===== src/rtl/grd_pkg.sv =====
package grd_pkg;

  // Defaults for the top level parameters
  localparam int RATIO_SHIFT_DEF = 16;
  localparam int GEAR_COUNT_DEF  = 6;

  // Field widths
  localparam int SPEED_W    = 16;
  localparam int RATIO_W    = 16;
  localparam int GEAR_W     = 3;
  localparam int WIN_W      = 64;
  localparam int CNT_W      = 16;
  localparam int CFG_IDX_W  = 3;
  localparam int CFG_DATA_W = 64;

  // Register indexes
  localparam logic [CFG_IDX_W-1:0] REG_GEAR1_WIN = 3'd0;
  localparam logic [CFG_IDX_W-1:0] REG_RELOAD    = 3'd6;

  // Reported gear codes
  localparam logic [GEAR_W-1:0] GEAR_NEUTRAL  = 3'd0;
  localparam logic [GEAR_W-1:0] GEAR_CLUTCHED = 3'd7;

  // Controller to datapath commands
  typedef struct packed {
    logic start;  // latch request, apply tick, launch divide
    logic load;   // commit gear state and fill the output register
  } dp_cmd_t;

  // Datapath to controller status
  typedef struct packed {
    logic div_done;
  } dp_sts_t;

  // Window word layout
  function automatic logic [RATIO_W-1:0] win_inner_lo(input logic [WIN_W-1:0] w);
    return w[15:0];
  endfunction

  function automatic logic [RATIO_W-1:0] win_inner_hi(input logic [WIN_W-1:0] w);
    return w[31:16];
  endfunction

  function automatic logic [RATIO_W-1:0] win_outer_lo(input logic [WIN_W-1:0] w);
    return w[47:32];
  endfunction

  function automatic logic [RATIO_W-1:0] win_outer_hi(input logic [WIN_W-1:0] w);
    return w[63:48];
  endfunction

endpackage


===== src/rtl/grd_in_if.sv =====
interface grd_in_if;
  logic                         valid;
  logic                         ready;
  logic [grd_pkg::SPEED_W-1:0]  vehicle_speed;
  logic [grd_pkg::SPEED_W-1:0]  engine_speed;
  logic                         vehicle_moving;
  logic                         engine_stopped;
  logic                         clutch_down;
  logic                         decay_tick;

  modport source (
    output valid, vehicle_speed, engine_speed, vehicle_moving, engine_stopped,
           clutch_down, decay_tick,
    input  ready
  );

  modport sink (
    input  valid, vehicle_speed, engine_speed, vehicle_moving, engine_stopped,
           clutch_down, decay_tick,
    output ready
  );
endinterface


===== src/rtl/grd_out_if.sv =====
interface grd_out_if;
  logic                        valid;
  logic                        ready;
  logic [grd_pkg::GEAR_W-1:0]  reported_gear;
  logic [grd_pkg::GEAR_W-1:0]  detected_gear;
  logic [grd_pkg::RATIO_W-1:0] gear_ratio;
  logic                        gear_unstable;

  modport source (
    output valid, reported_gear, detected_gear, gear_ratio, gear_unstable,
    input  ready
  );

  modport sink (
    input  valid, reported_gear, detected_gear, gear_ratio, gear_unstable,
    output ready
  );
endinterface


===== src/rtl/grd_cfg_if.sv =====
interface grd_cfg_if;
  logic                           valid;
  logic                           ready;
  logic [grd_pkg::CFG_IDX_W-1:0]  index;
  logic [grd_pkg::CFG_DATA_W-1:0] data;

  modport source (
    output valid, index, data,
    input  ready
  );

  modport sink (
    input  valid, index, data,
    output ready
  );
endinterface


===== src/rtl/grd_div.sv =====
// Serial divider: (dividend << RATIO_SHIFT) / divisor, saturated to 16 bits.
// Overflow (and zero divisor) is caught up front; otherwise one quotient bit a cycle.
module grd_div #(
  parameter int RATIO_SHIFT = grd_pkg::RATIO_SHIFT_DEF
) (
  input  logic                        clk,
  input  logic                        rst_n,
  input  logic                        start,
  input  logic [grd_pkg::SPEED_W-1:0] dividend,
  input  logic [grd_pkg::SPEED_W-1:0] divisor,
  output logic                        done,
  output logic [grd_pkg::RATIO_W-1:0] quotient
);

  localparam int QW     = grd_pkg::RATIO_W;
  localparam int NUM_W  = grd_pkg::SPEED_W + RATIO_SHIFT;
  localparam int CMP_W  = grd_pkg::SPEED_W + QW;
  localparam int ITER_W = $clog2(QW);

  logic              busy_r;
  logic              done_r;
  logic [ITER_W-1:0] iter_r;
  logic [QW-1:0]     rem_r;
  logic [QW-1:0]     low_r;
  logic [QW-1:0]     dvs_r;

  logic [NUM_W-1:0]  num;
  logic [CMP_W-1:0]  num_ext;
  logic              sat;
  logic [QW:0]       rem2;
  logic [QW:0]       diff;
  logic              ge;

  assign num     = {dividend, {RATIO_SHIFT{1'b0}}};
  assign num_ext = CMP_W'(num);
  // quotient would not fit 16 bits (also true for a zero divisor)
  assign sat     = num_ext >= {divisor, {QW{1'b0}}};

  assign rem2 = {rem_r, low_r[QW-1]};
  assign diff = rem2 - {1'b0, dvs_r};
  assign ge   = rem2 >= {1'b0, dvs_r};

  always_ff @(posedge clk) begin
    if (!rst_n) begin
      busy_r <= 1'b0;
      done_r <= 1'b0;
      iter_r <= '0;
    end else begin
      done_r <= start ? sat : (busy_r && iter_r == ITER_W'(QW - 1));
      if (start) begin
        iter_r <= '0;
        busy_r <= !sat;
      end else if (busy_r) begin
        iter_r <= iter_r + 1'b1;
        if (iter_r == ITER_W'(QW - 1)) begin
          busy_r <= 1'b0;
        end
      end
    end
  end

  always_ff @(posedge clk) begin
    if (start) begin
      dvs_r <= divisor;
      if (sat) begin
        low_r <= {QW{1'b1}};
      end else begin
        rem_r <= QW'(num[NUM_W-1:QW]);
        low_r <= num[QW-1:0];
      end
    end else if (busy_r) begin
      rem_r <= ge ? diff[QW-1:0] : rem2[QW-1:0];
      low_r <= {low_r[QW-2:0], ge};
    end
  end

  assign done     = done_r;
  assign quotient = low_r;

  a_done_not_busy: assert property (@(posedge clk) disable iff (!rst_n)
    done_r |-> !busy_r)
    else $error("divider done while still iterating");

endmodule


===== src/rtl/grd_dp.sv =====
// Datapath: config registers, divider, gear selection, gear state, output register.
module grd_dp #(
  parameter int RATIO_SHIFT = grd_pkg::RATIO_SHIFT_DEF,
  parameter int GEAR_COUNT  = grd_pkg::GEAR_COUNT_DEF
) (
  input  logic                           clk,
  input  logic                           rst_n,
  // configuration write
  input  logic                           cfg_we,
  input  logic [grd_pkg::CFG_IDX_W-1:0]  cfg_index,
  input  logic [grd_pkg::CFG_DATA_W-1:0] cfg_data,
  // request payload
  input  logic [grd_pkg::SPEED_W-1:0]    vehicle_speed,
  input  logic [grd_pkg::SPEED_W-1:0]    engine_speed,
  input  logic                           vehicle_moving,
  input  logic                           engine_stopped,
  input  logic                           clutch_down,
  input  logic                           decay_tick,
  // control
  input  grd_pkg::dp_cmd_t               cmd,
  output grd_pkg::dp_sts_t               sts,
  // result payload
  output logic [grd_pkg::GEAR_W-1:0]     reported_gear,
  output logic [grd_pkg::GEAR_W-1:0]     detected_gear,
  output logic [grd_pkg::RATIO_W-1:0]    gear_ratio,
  output logic                           gear_unstable
);

  localparam int GW = grd_pkg::GEAR_W;
  localparam int RW = grd_pkg::RATIO_W;
  localparam int CW = grd_pkg::CNT_W;

  logic [grd_pkg::WIN_W-1:0] win_r [GEAR_COUNT];
  logic [CW-1:0]             reload_r;

  logic [GW-1:0] calc_gear_r;
  logic [CW-1:0] count_r;
  logic [GW-1:0] shown_r;

  logic moving_r;
  logic stopped_r;
  logic clutch_r;

  logic [GW-1:0] rep_r;
  logic [GW-1:0] det_r;
  logic [RW-1:0] ratio_r;
  logic          unst_r;

  logic          div_done;
  logic [RW-1:0] ratio;

  logic          held_ok;
  logic [GW-1:0] srch_gear;
  logic [GW-1:0] next_gear;
  logic [CW-1:0] count_new;
  logic [GW-1:0] shown_new;

  grd_div #(
    .RATIO_SHIFT (RATIO_SHIFT)
  ) u_div (
    .clk      (clk),
    .rst_n    (rst_n),
    .start    (cmd.start),
    .dividend (vehicle_speed),
    .divisor  (engine_speed),
    .done     (div_done),
    .quotient (ratio)
  );

  assign sts.div_done = div_done;

  // config registers
  always_ff @(posedge clk) begin
    if (!rst_n) begin
      for (int g = 0; g < GEAR_COUNT; g++) begin
        win_r[g] <= '0;
      end
      reload_r <= '0;
    end else if (cfg_we) begin
      for (int g = 0; g < GEAR_COUNT; g++) begin
        if (cfg_index == grd_pkg::REG_GEAR1_WIN + grd_pkg::CFG_IDX_W'(g)) begin
          win_r[g] <= cfg_data;
        end
      end
      if (cfg_index == grd_pkg::REG_RELOAD) begin
        reload_r <= cfg_data[CW-1:0];
      end
    end
  end

  // gear selection: hold inside the outer window, else first inner match
  always_comb begin
    held_ok   = 1'b0;
    srch_gear = grd_pkg::GEAR_NEUTRAL;
    for (int g = 0; g < GEAR_COUNT; g++) begin
      if (calc_gear_r == GW'(g + 1) &&
          ratio > grd_pkg::win_outer_lo(win_r[g]) &&
          ratio < grd_pkg::win_outer_hi(win_r[g])) begin
        held_ok = 1'b1;
      end
    end
    for (int g = GEAR_COUNT - 1; g >= 0; g--) begin
      if (ratio > grd_pkg::win_inner_lo(win_r[g]) &&
          ratio < grd_pkg::win_inner_hi(win_r[g])) begin
        srch_gear = GW'(g + 1);
      end
    end
    next_gear = held_ok ? calc_gear_r : srch_gear;
    count_new = (next_gear != calc_gear_r) ? reload_r : count_r;
    if (!moving_r || stopped_r) begin
      shown_new = grd_pkg::GEAR_NEUTRAL;
    end else if (clutch_r) begin
      shown_new = grd_pkg::GEAR_CLUTCHED;
    end else if (count_new == '0) begin
      shown_new = next_gear;
    end else begin
      shown_new = shown_r;
    end
  end

  // gear state
  always_ff @(posedge clk) begin
    if (!rst_n) begin
      calc_gear_r <= grd_pkg::GEAR_NEUTRAL;
      count_r     <= '0;
      shown_r     <= grd_pkg::GEAR_NEUTRAL;
    end else if (cmd.start) begin
      if (decay_tick && count_r != '0) begin
        count_r <= count_r - 1'b1;
      end
    end else if (cmd.load) begin
      calc_gear_r <= next_gear;
      count_r     <= count_new;
      shown_r     <= shown_new;
    end
  end

  // request flags and output register
  always_ff @(posedge clk) begin
    if (cmd.start) begin
      moving_r  <= vehicle_moving;
      stopped_r <= engine_stopped;
      clutch_r  <= clutch_down;
    end
    if (cmd.load) begin
      rep_r   <= shown_new;
      det_r   <= next_gear;
      ratio_r <= ratio;
      unst_r  <= count_new != '0;
    end
  end

  assign reported_gear = rep_r;
  assign detected_gear = det_r;
  assign gear_ratio    = ratio_r;
  assign gear_unstable = unst_r;

  a_unstable_match: assert property (@(posedge clk) disable iff (!rst_n)
    cmd.load |=> unst_r == (count_r != '0))
    else $error("unstable flag disagrees with countdown");

endmodule


===== src/rtl/grd_ctrl.sv =====
// Controller: request accept, divide wait, commit into the output register.
module grd_ctrl (
  input  logic             clk,
  input  logic             rst_n,
  input  logic             in_valid,
  output logic             in_ready,
  output logic             out_valid,
  input  logic             out_ready,
  output grd_pkg::dp_cmd_t cmd,
  input  grd_pkg::dp_sts_t sts
);

  typedef enum logic [2:0] {
    S_IDLE = 3'b001,
    S_DIV  = 3'b010,
    S_EVAL = 3'b100
  } state_t;

  state_t state_r;
  state_t state_nxt;
  logic   out_valid_r;
  logic   slot_free;

  assign slot_free = !out_valid_r || out_ready;
  assign in_ready  = state_r == S_IDLE;

  always_comb begin
    state_nxt = state_r;
    cmd.start = 1'b0;
    cmd.load  = 1'b0;
    case (state_r)
      S_IDLE: begin
        if (in_valid) begin
          cmd.start = 1'b1;
          state_nxt = S_DIV;
        end
      end
      S_DIV: begin
        if (sts.div_done) begin
          state_nxt = S_EVAL;
        end
      end
      S_EVAL: begin
        if (slot_free) begin
          cmd.load  = 1'b1;
          state_nxt = S_IDLE;
        end
      end
      default: begin
        state_nxt = S_IDLE;
      end
    endcase
  end

  always_ff @(posedge clk) begin
    if (!rst_n) begin
      state_r     <= S_IDLE;
      out_valid_r <= 1'b0;
    end else begin
      state_r <= state_nxt;
      if (cmd.load) begin
        out_valid_r <= 1'b1;
      end else if (out_ready) begin
        out_valid_r <= 1'b0;
      end
    end
  end

  assign out_valid = out_valid_r;

  a_done_in_div: assert property (@(posedge clk) disable iff (!rst_n)
    sts.div_done |-> state_r == S_DIV)
    else $error("divide finished outside the divide state");

  a_no_overwrite: assert property (@(posedge clk) disable iff (!rst_n)
    (out_valid_r && !out_ready) |=> !cmd.load || !$past(out_valid_r) || out_ready ||
      !out_valid_r || $past(cmd.load))
    else $error("pending result overwritten");

  a_load_from_eval: assert property (@(posedge clk) disable iff (!rst_n)
    cmd.load |-> (state_r == S_EVAL && slot_free))
    else $error("load outside evaluate or into a full output register");

endmodule


===== src/rtl/gear_ratio_detector.sv =====
// Flow: request accept, divide, then evaluate and commit into the output register
//   once it is free; a saturated ratio (rpm zero or quotient above 65535) skips
//   the divide iterations. A request is taken only after the last one commits;
//   the serial divider resolves one quotient bit per cycle, 16 bits in all.
// Reset: synchronous active-low rst_n clears windows, reload, calculated gear,
//   countdown and shown gear (neutral); no result pending after reset.
module gear_ratio_detector #(
  parameter int RATIO_SHIFT = grd_pkg::RATIO_SHIFT_DEF,  // 8..16
  parameter int GEAR_COUNT  = grd_pkg::GEAR_COUNT_DEF    // 1..6
) (
  input  logic      clk,
  input  logic      rst_n,
  grd_in_if.sink    in_ch,
  grd_out_if.source out_ch,
  grd_cfg_if.sink   cfg_ch
);

  grd_pkg::dp_cmd_t cmd;
  grd_pkg::dp_sts_t sts;
  logic             cfg_we;

  // Config writes need no wait state, so the port never stalls. Writes to an
  // index past the last register fall through the decode and are dropped.
  assign cfg_ch.ready = 1'b1;
  assign cfg_we       = cfg_ch.valid && cfg_ch.ready;

  // Controller: a request is taken only when idle; the divider result is then
  // evaluated and committed once the output register is free. The output
  // register decouples the sides, so a new request may be taken while the
  // previous result still waits for the consumer.
  grd_ctrl u_ctrl (
    .clk       (clk),
    .rst_n     (rst_n),
    .in_valid  (in_ch.valid),
    .in_ready  (in_ch.ready),
    .out_valid (out_ch.valid),
    .out_ready (out_ch.ready),
    .cmd       (cmd),
    .sts       (sts)
  );

  // Datapath: the start command latches the flags, applies the decay tick to
  // the countdown and launches the divide; the load command picks the gear
  // (outer-window hold, else first inner-window match), reloads the countdown
  // on a change and updates the reported gear.
  grd_dp #(
    .RATIO_SHIFT (RATIO_SHIFT),
    .GEAR_COUNT  (GEAR_COUNT)
  ) u_dp (
    .clk            (clk),
    .rst_n          (rst_n),
    .cfg_we         (cfg_we),
    .cfg_index      (cfg_ch.index),
    .cfg_data       (cfg_ch.data),
    .vehicle_speed  (in_ch.vehicle_speed),
    .engine_speed   (in_ch.engine_speed),
    .vehicle_moving (in_ch.vehicle_moving),
    .engine_stopped (in_ch.engine_stopped),
    .clutch_down    (in_ch.clutch_down),
    .decay_tick     (in_ch.decay_tick),
    .cmd            (cmd),
    .sts            (sts),
    .reported_gear  (out_ch.reported_gear),
    .detected_gear  (out_ch.detected_gear),
    .gear_ratio     (out_ch.gear_ratio),
    .gear_unstable  (out_ch.gear_unstable)
  );

endmodule

===== src/flat_wrapper.sv =====
// flat-port wrapper written by rule: the top's interface ports become plain ports
module gear_ratio_detector_flat 
#(
  parameter int RATIO_SHIFT = grd_pkg::RATIO_SHIFT_DEF,          
  parameter int GEAR_COUNT  = grd_pkg::GEAR_COUNT_DEF           
)
  (clk, rst_n, in_ch_valid, in_ch_vehicle_speed, in_ch_engine_speed, in_ch_vehicle_moving, in_ch_engine_stopped, in_ch_clutch_down, in_ch_decay_tick, in_ch_ready, out_ch_valid, out_ch_reported_gear, out_ch_detected_gear, out_ch_gear_ratio, out_ch_gear_unstable, out_ch_ready, cfg_ch_valid, cfg_ch_index, cfg_ch_data, cfg_ch_ready);
  grd_in_if in_ch_i ();
  grd_out_if out_ch_i ();
  grd_cfg_if cfg_ch_i ();
  input  logic clk;
  input  logic rst_n;
  input wire logic [$bits(in_ch_i.valid)-1:0] in_ch_valid;
  input wire logic [$bits(in_ch_i.vehicle_speed)-1:0] in_ch_vehicle_speed;
  input wire logic [$bits(in_ch_i.engine_speed)-1:0] in_ch_engine_speed;
  input wire logic [$bits(in_ch_i.vehicle_moving)-1:0] in_ch_vehicle_moving;
  input wire logic [$bits(in_ch_i.engine_stopped)-1:0] in_ch_engine_stopped;
  input wire logic [$bits(in_ch_i.clutch_down)-1:0] in_ch_clutch_down;
  input wire logic [$bits(in_ch_i.decay_tick)-1:0] in_ch_decay_tick;
  output wire logic [$bits(in_ch_i.ready)-1:0] in_ch_ready;
  output wire logic [$bits(out_ch_i.valid)-1:0] out_ch_valid;
  output wire logic [$bits(out_ch_i.reported_gear)-1:0] out_ch_reported_gear;
  output wire logic [$bits(out_ch_i.detected_gear)-1:0] out_ch_detected_gear;
  output wire logic [$bits(out_ch_i.gear_ratio)-1:0] out_ch_gear_ratio;
  output wire logic [$bits(out_ch_i.gear_unstable)-1:0] out_ch_gear_unstable;
  input wire logic [$bits(out_ch_i.ready)-1:0] out_ch_ready;
  input wire logic [$bits(cfg_ch_i.valid)-1:0] cfg_ch_valid;
  input wire logic [$bits(cfg_ch_i.index)-1:0] cfg_ch_index;
  input wire logic [$bits(cfg_ch_i.data)-1:0] cfg_ch_data;
  output wire logic [$bits(cfg_ch_i.ready)-1:0] cfg_ch_ready;
  assign in_ch_i.valid = in_ch_valid;
  assign in_ch_i.vehicle_speed = in_ch_vehicle_speed;
  assign in_ch_i.engine_speed = in_ch_engine_speed;
  assign in_ch_i.vehicle_moving = in_ch_vehicle_moving;
  assign in_ch_i.engine_stopped = in_ch_engine_stopped;
  assign in_ch_i.clutch_down = in_ch_clutch_down;
  assign in_ch_i.decay_tick = in_ch_decay_tick;
  assign in_ch_ready = in_ch_i.ready;
  assign out_ch_valid = out_ch_i.valid;
  assign out_ch_reported_gear = out_ch_i.reported_gear;
  assign out_ch_detected_gear = out_ch_i.detected_gear;
  assign out_ch_gear_ratio = out_ch_i.gear_ratio;
  assign out_ch_gear_unstable = out_ch_i.gear_unstable;
  assign out_ch_i.ready = out_ch_ready;
  assign cfg_ch_i.valid = cfg_ch_valid;
  assign cfg_ch_i.index = cfg_ch_index;
  assign cfg_ch_i.data = cfg_ch_data;
  assign cfg_ch_ready = cfg_ch_i.ready;
  gear_ratio_detector #(.RATIO_SHIFT(RATIO_SHIFT), .GEAR_COUNT(GEAR_COUNT)) u_core (.clk(clk), .rst_n(rst_n), .in_ch(in_ch_i), .out_ch(out_ch_i), .cfg_ch(cfg_ch_i));
endmodule

===== config.mk =====
export PLATFORM = sky130hd
export DESIGN_NAME = gear_ratio_detector_flat
export DESIGN_NICKNAME = d
export VERILOG_FILES = /design/src/rtl/grd_pkg.sv /design/src/rtl/grd_in_if.sv /design/src/rtl/grd_out_if.sv /design/src/rtl/grd_cfg_if.sv /design/src/rtl/grd_div.sv /design/src/rtl/grd_dp.sv /design/src/rtl/grd_ctrl.sv /design/src/rtl/gear_ratio_detector.sv /design/src/flat_wrapper.sv
export SDC_FILE = /design/constraint.sdc
export NUM_CORES = 1
export LEC_CHECK = 0
export BUFFER_PORTS_ARGS = -buffer_cell sky130_fd_sc_hd__buf_2
export CORE_MARGIN = 10
export CORE_UTILIZATION = 30
export CTS_CLUSTER_DIAMETER = 50
export DETAILED_ROUTE_END_ITERATION = 12
export MAX_ROUTING_LAYER = met4
export PLACE_DENSITY = 0.55
export RECOVER_POWER = 100
export SYNTH_ARGS = -nofsm -noshare
export SYNTH_HDL_FRONTEND = slang
export SYNTH_HIERARCHICAL = 1
export SYNTH_SLANG_ARGS = --single-unit

===== constraint.sdc =====
create_clock -name clk -period 6.89 [get_ports clk]
set_input_delay 0 -clock clk [delete_from_list [all_inputs] [get_ports clk]]
set_output_delay 0 -clock clk [all_outputs]
set_load 0.02 [all_outputs]

==> results of run 1 <==
==> routing by layer <==
layer	up-vias	part of all wire (%)	GRT usage, %
met1	10600	48	22.8
met4	0	2.1	4.35
met2	526	44	25.7
met3	124	5.2	2.54
met5	-	0	-
li1	10600	-	-
==> path summary, 6_finish.rpt <==
kind                            startpoint  depth (start not counted)                           end
min reg2reg        u_core/u_dp/reload_r[1]                          2       u_core/u_dp/reload_r[1]
max          u_core/u_dp/u_div/quotient[7]                         12  u_core/u_dp/reported_gear[0]
min                   in_ch_vehicle_moving                          2          u_core/u_dp/moving_r
max reg2reg  u_core/u_dp/u_div/quotient[7]                         12  u_core/u_dp/reported_gear[0]
==> cell usage after synthesis, drive strengths merged, types with 17 or more instances <==
cell and count:
edfxtp 458, inv 442, ha 406, and2 386, a21oi 177, nand2 134
o21ai 104, nor2 77, nand4 71, clkbuf 58, dfxtp 48, nand3 46
a21o 43, nor3 34, a211oi 31, nor2b 23, nand2b 22, nor4 19
o211ai 19, mux2i 17
==> sequential cells by signal, summed over array words and instances, names as in the netlist, 4 cells and up <==
register,cells
u_core/u_dp/reload_r,16
u_core/u_dp/u_div/rem_r,16
u_core/u_dp/u_div/dvs_r,16
u_core/u_dp/win_r,384
u_core/u_dp/u_div/quotient,16
u_core/u_dp/count_r,16
u_core/u_dp/gear_ratio,16
u_core/u_dp/u_div/iter_r,4
==> area by class of cell <==
type / instances / area (um2)
clock inverter: 45 / 484
inverter: 442 / 1660
tap: 1298 / 1620
clock buffer: 92 / 1990
antenna: 6 / 15.0
fill: 9907 / 64200
sequential: 506 / 14700
timing repair buffer: 273 / 1810
multi-input combinational: 1798 / 13600
==> logic make-up after synthesis <==
| family | after synthesis | share of synthesized area [%] |
|---|---|---|
| fa+ha+maj | 407 | 16.9 |
| other cells | 1 | 0.0124 |
| compound gates | 486 | 10.4 |
| xor+xnor | 16 | 0.464 |
| flops | 506 | 48.8 |
| simple gates | 868 | 16.3 |
| buf+inv | 510 | 6.48 |
| mux | 20 | 0.688 |
==> critical path: cells and delay by family, from the launching register on <==
kind / cells / cell delay, ns
fa+ha+maj: 1 / 0.50
flops: 1 / 0.32
simple gates: 2 / 0.78
mux: 1 / 0.49
buf+inv: 1 / 1.64
compound gates: 7 / 1.85
==> repair_timing <==
action / in CTS / in global routing
hold endpoints to repair: 441 / 0
buffers inserted: 0 / 0
hold buffers: 102 / 0
==> power groups by stage <==
stage	sequential, mW	clock (mW)	combinational (mW)
detailed placement	3.86	0	2.40
finish	3.82	3.82	2.44
CTS	3.80	3.90	2.47
floorplan	3.87	0	1.62
global placement	3.86	0	2.38
global route	3.84	4.03	2.75
==> metrics.yaml, run 1 <==
outcome:
  status: "finished, violations left"
  violations: "capacitance limit, slew limit"
grt:
  grt_pass1_wl_um: 139000
  grt_usage_pct: 16.7
  grt_pass1_vias: 21700
  grt_max_degree: 65
  overflow: 0
  antenna_found_initial: 10
critical_path:
  crit_required_ns: 7.23
  cp_slowest_cell: "clkbuf_1"
  cp_max_fo: 26
  crit_path_start_kind: "flip-flop"
  rrSetupSlack_ns: 0.99
  critPathKind: "flip-flop to flip-flop"
  cp_cell_sequence: "clkbuf_1 > ha_1 > a21oi_1 > o21ai_0 > a221oi_1 > nor3b_1 > o2bb2ai_1 > nor4b_2 > a31oi_1 > a22oi_4 > mux2i_2 > a311oi_1"
  max_stage_delay_ns: 1.64
  cp-end-kind: "flip-flop"
  crit_arrival_ns: 6.24
clocking:
  htreeDepth: 3
  clk_path_buf_depth: 3
  cts_buffers: 74
  cts.clk_slew.worst_paths_ns: 0.06
  cts_resized: 0
  cts_tree: "yes"
  clock_sinks: 506
  clk_latency_ns: 0.63
  root_buffer: "clkbuf_16"
sta:
  setup-tns-final_ns: 0
  setup-violations-final: 0
  worst_slack_ns: 0.986
  drv_slew: 1035
  finalCriticalPeriod_ns: 5.90
  hold_violations: 0
  skew_ns: 0.0404
  worst_hold_slack_ns: 0.0908
  slew_headroom_pct: -227
  rsz0062_at_grt: "no"
  finalCritPeriodShare_pct: 85.7
  fmax_ghz: 0.169
  tightestPinTransition_ns: 4.91
floorplan:
  initial_utilization_pct: 30.2
  io_pins: 134
  die_h_um: 337
  core-area_um2: 100000
  num_rows: 116
  die_area_um2: 114000
  die_width_um: 337
routing:
  vias: 21800
  drc: 0
  wl_per_cell_um: 20.9
  viasPerCell: 4.89
  ant_nets: 0
  wirelength_um: 93400
  drt_first_pass_iters: 5
  drt_iter0_markers: 1727
place:
  dp_slack_ns: 1.71
  place.gp.congestion: 0.834
  dp_hpwl_um: 63100
  io_buffers: 132
  dp_cells: 4215
  dpl-instance-area_um2: 32600
pwr:
  p_per_area_nw_per_um2: 281
  switching_share_pct: 31.7
  p_switching_mw: 3.20
  power.internal_mw: 6.88
  clkPwrFrac_pct: 37.9
  p_comb_share_pct: 24.2
  vdd_drop_max_mv: 0.261
  power_frac_seq_pct: 37.9
  cellLeakagePower_nw: 15.1
  p_total_mw: 10.1
cells_and_area:
  final_util_pct: 35.8
  finalInstanceArea_um2: 35800
  drive_above_1_share_pct: 7.79
  syn2layout_area_growth_pct: 18.8
  layout.cells.most_common: "edfxtp_1"
  nNetsFinal: 3610
  layoutNonFillerInstCount: 4460
  mostFrequentLayoutCells: "edfxtp_1 (458), inv_1 (442), ha_1 (406), and2_0 (201), and2_1 (185)"
hold_path:
  hp-class: "input pin to flip-flop"
synthesis:
  netlist.area_leader.share_pct: 45.6
  synth-async-reset-ratio_pct: 0
  synth_flop_cell: "edfxtp_1"
  yosysTopAreaCell: "edfxtp_1"
  ys_seq_area_share_pct: 48.8
  ys_types: 87
  syn_area_um2: 30200
  synth_edf_count: 458
  synthTopCellsByArea: "edfxtp_1 (46%), ha_1 (17%), and2_1 (8.0%)"
  synth.avg_cell_area_um2: 10.7
  syn_inst: 2814
  ys_ff_latch: 506
  synth_warnings: 6
  syn_nets: 3329
flow_run:
  cap_viol_max_count: 23
Note: power is estimated with default switching activity, not from simulation.
==> inputs of run 2 (changes only) <==
- ABC_AREA: unset -> 1
==> metrics.yaml, run 2 <==
routing:
  drc: 0  # unchanged
  vias: 23300  # +6.8%
  drt_first_pass_iters: 7  # +2
  wirelength_um: 87800  # -6.0%
  viasPerCell: 4.58  # -6.2%
  drt_iter0_markers: 1618  # -6.3%
  wl_per_cell_um: 17.3  # -17%
  ant_nets: 0  # unchanged
hold_path:
  hp-class: "input pin to flip-flop"
  whs_endpoint: "u_core/u_dp/reload_r[10]"
  hold_depth: 4  # +2
  hold_start: "cfg_ch_index[1]"
clocking:
  ctsHoldBuffers: 109  # +6.9%
  cts_resized: 0  # unchanged
  clk_path_buf_depth: 3  # unchanged
  postCtsSetupBuffers: 0  # unchanged
  cts_tree: "yes"
  htreeDepth: 3  # unchanged
  cts.clk_slew.worst_paths_ns: 0.05  # about the same
  clk_latency_ns: 0.65  # +0.02 ns
  root_buffer: "clkbuf_16"
  clock_sinks: 506  # unchanged
  cts_buffers: 83  # +12%
grt:
  grt_usage_pct: 15.4  # -1.3 points
  grt_pass1_wl_um: 135000  # -3.3%
  antenna_found_initial: 3  # -7
  grt_pass1_vias: 23300  # +7.0%
  grt_max_degree: 68  # +4.6%
  overflow: 0  # unchanged
critical_path:
  worst-path-buf-inv: 2  # +1
  max_stage_delay_ns: 1.55  # -0.09 ns
  crit_arrival_ns: 5.87  # -0.37 ns
  critPathTopFamily: "simple AND/OR/NAND/NOR gates"
  cpMostUsedCell: "nand2_1"
  cp-end-kind: "flip-flop"
  reg2reg_depth: 24  # +12
  cp_cell_sequence: "clkbuf_1 > ha_1 > a21oi_1 > o21ai_0 > a21oi_1 > nand2_1 > nand2_1 > nor2_2 > nor2_2 > nand3_1 > nor2_4 > nand2_1 > nand2_1 > nand2_4 > nand3_4 > o21ai_0 > nor2_1 > nand2_1 > nor2_4 > nand2_2 > nand2_1 > nand3_1 > nand2_1 > inv_1"
  critPathKind: "flip-flop to flip-flop"
  cp_max_fo: 26  # unchanged
  cp_slowest_cell: "clkbuf_1"
  crit_path_start_kind: "flip-flop"
  crit_required_ns: 7.25  # +0.02 ns
  r2r_end: "u_core/u_dp/reported_gear[1]"
  rrSetupSlack_ns: 1.38  # +0.40 ns
  r2r-start: "u_core/u_dp/u_div/quotient[13]"
synthesis:
  synth_compound_area_share_pct: 6.67  # -3.7 points
  synthTopCellsByArea: "edfxtp_1 (45%), ha_1 (17%), inv_1 (7.7%)"
  post-synth-top-count-cell: "inv_1"
  synth.avg_cell_area_um2: 9.04  # -16%
  synthAdderAreaFrac_pct: 16.8  # -0.11 points
  synth_common_cells: "inv_1 (623), nand2_1 (586), nor2_1 (522), edfxtp_1 (458), ha_1 (406)"
  syn_nets: 3875  # +16%
  ys_seq_area_share_pct: 48.4  # -0.33 points
  synth-async-reset-ratio_pct: 0  # unchanged
  syn_inst: 3360  # +19%
  ys_ff_latch: 506  # unchanged
  syn_area_um2: 30400  # +0.68%
  yosysTopAreaCell: "edfxtp_1"
  synth_top_family_by_area: "simple AND/OR/NAND/NOR gates"
  synth_edf_count: 458  # unchanged
  synth_simple_gate_area_share_pct: 18.8  # +2.5 points
  synthMuxAreaShare_pct: 0  # -0.69 points
  netlist.area_leader.share_pct: 45.3  # -0.31 points
  synth_flop_cell: "edfxtp_1"
  ys_types: 55  # -37%
  synth_warnings: 6  # unchanged
  synth_xor_area_share_pct: 0.346  # -0.12 points
place:
  io_buffers: 132  # unchanged
  dp_hpwl_um: 58400  # -7.5%
  dp_cells: 4811  # +14%
  place.gp.congestion: 0.865  # +3.7%
  dp_slack_ns: 2.39  # +0.677 ns
sta:
  setup-violations-final: 0  # unchanged
  slew_headroom_pct: -228  # -0.39 points
  rsz0062_at_grt: "no"
  worst_hold_slack_ns: 0.0472  # -0.0435 ns
  setup-tns-final_ns: 0  # unchanged
  finalCriticalPeriod_ns: 5.51  # -0.395 ns
  worst_slack_ns: 1.38  # +0.395 ns
  fmax_ghz: 0.182  # +7.2%
  tightestPinTransition_ns: 4.91  # +0.00585 ns
  drv_slew: 640  # -38%
  finalCritPeriodShare_pct: 79.9  # -5.7 points
  hold_violations: 0  # unchanged
  skew_ns: 0.0445  # +0.00404 ns
pwr:
  p_switching_mw: 3.35  # +4.6%
  power.internal_mw: 7.22  # +5.0%
  p_total_mw: 10.6  # +4.8%
  p_per_area_nw_per_um2: 289  # +2.8%
  vdd_drop_max_mv: 0.193  # -26%
  cellLeakagePower_nw: 17.2  # +14%
  p_comb_share_pct: 23.6  # -0.6 points
  power_frac_seq_pct: 35.4  # -2.5 points
  clkPwrFrac_pct: 41.0  # +3.1 points
  switching_share_pct: 31.7  # -0.070 points
floorplan:
  die_width_um: 338  # +0.32%
  die_area_um2: 114000  # +0.64%
  io_pins: 134  # unchanged
  die_h_um: 338  # +0.32%
  core-area_um2: 100000  # +0.29%
  num_rows: 116  # unchanged
  initial_utilization_pct: 30.3  # +0.12 points
cells_and_area:
  layout.cells.most_common: "inv_1"
  largest_reg_flops: 384  # unchanged
  syn2layout_area_growth_pct: 20.4
  mostFrequentLayoutCells: "inv_1 (623), nand2_1 (581), nor2_1 (522), edfxtp_1 (458), ha_1 (406)"
  drive_above_1_share_pct: 8.23  # +0.44 points
  layoutNonFillerInstCount: 5077  # +14%
  regMostFlops: "u_core/u_dp/win_r"
  nNetsFinal: 4163  # +15%
  fill_cells: 10100  # +2.3%
flow_run:
  cap_viol_max_count: 15  # -35%
outcome:
  violations: "capacitance limit, slew limit"
  status: "finished, violations left"
[run 2: kinds of logic (layout without fill, tap and decap cells)]
kind of cell             after synthesis  count (layout)
flip-flops                           506             506
AO/OA/AOI/OAI                        373             373
adder cells (fa/ha/maj)              407             407
XOR/XNOR                              12              12
AND/OR/NAND/NOR                     1358            1358
buffers and inverters                703            1061
other                                  1               3
[run 2: cell type report]
| cell class | instances | area, um2 | share of cell area (%) |
|---|---|---|---|
| sequential | 506 | 14700 | 40.2 |
| multi-input combinational | 2151 | 13000 | 35.6 |
| inverter | 639 | 2400 | 6.56 |
| clock buffer | 99 | 2220 | 6.07 |
| timing repair buffer | 267 | 1830 | 5.01 |
| tap | 1357 | 1700 | 4.64 |
| clock inverter | 56 | 673 | 1.84 |
| antenna | 2 | 5.00 | 0.0137 |
[run 2: per-stage QoR]
step                instance area, um2  utilization (%)
floorplan                        30400                -
global placement                 32700             32.6
detailed placement               32700             32.6
CTS                              36700             36.6
global route                     36600             36.5
finish                           36600             36.5
[run 2: power by group through the flow]
stage	combinational [mW]	clock, mW	sequential [mW]
6_report	2.49	4.33	3.74
3_3_place_gp	2.41	0	3.78
4_1_cts	2.52	4.43	3.73
2_1_floorplan	1.66	0	3.82
5_1_grt	2.85	4.55	3.76
3_5_place_dp	2.46	0	3.78
[run 2: worst max path at each step]
stage,startpoint,endpoint,cells past startpoint
2_1_floorplan,u_core/u_dp/u_div/quotient[7],u_core/u_dp/reported_gear[0],25
5_1_grt,u_core/u_dp/u_div/quotient[5],u_core/u_dp/reported_gear[1],25
3_5_place_dp,u_core/u_dp/u_div/quotient[10],u_core/u_dp/reported_gear[1],23
4_1_cts,u_core/u_dp/u_div/quotient[10],u_core/u_dp/reported_gear[1],23
6_report,u_core/u_dp/u_div/quotient[13],u_core/u_dp/reported_gear[1],24
3_3_place_gp,u_core/u_dp/u_div/quotient[10],u_core/u_dp/reported_gear[0],23
[run 2: worst reg2reg max path: stages (launching register included)]
cell and delay [ns]:
edfxtp_1 0.32, clkbuf_1 1.55, ha_1 0.51, a21oi_1 0.17, o21ai_0 0.18, a21oi_1 0.17, nand2_1 0.07, nand2_1 0.10
nor2_2 0.05, nor2_2 0.20, nand3_1 0.16, nor2_4 0.26, nand2_1 0.11, nand2_1 0.11, nand2_4 0.16, nand3_4 0.28
o21ai_0 0.16, nor2_1 0.11, nand2_1 0.10, nor2_4 0.13, nand2_2 0.09, nand2_1 0.06, nand3_1 0.06, nand2_1 0.09
inv_1 0.05
[run 2: layer usage]
| layer | global-route usage [%] | up-vias | routed length [um] |
|---|---|---|---|
| met3 | 2.47 | 173 | 4630 |
| met1 | 19.8 | 10900 | 40200 |
| li1 | - | 11600 | - |
| met2 | 24.6 | 560 | 40000 |
| met4 | 5.37 | 0 | 2900 |
| met5 | - | - | 0 |
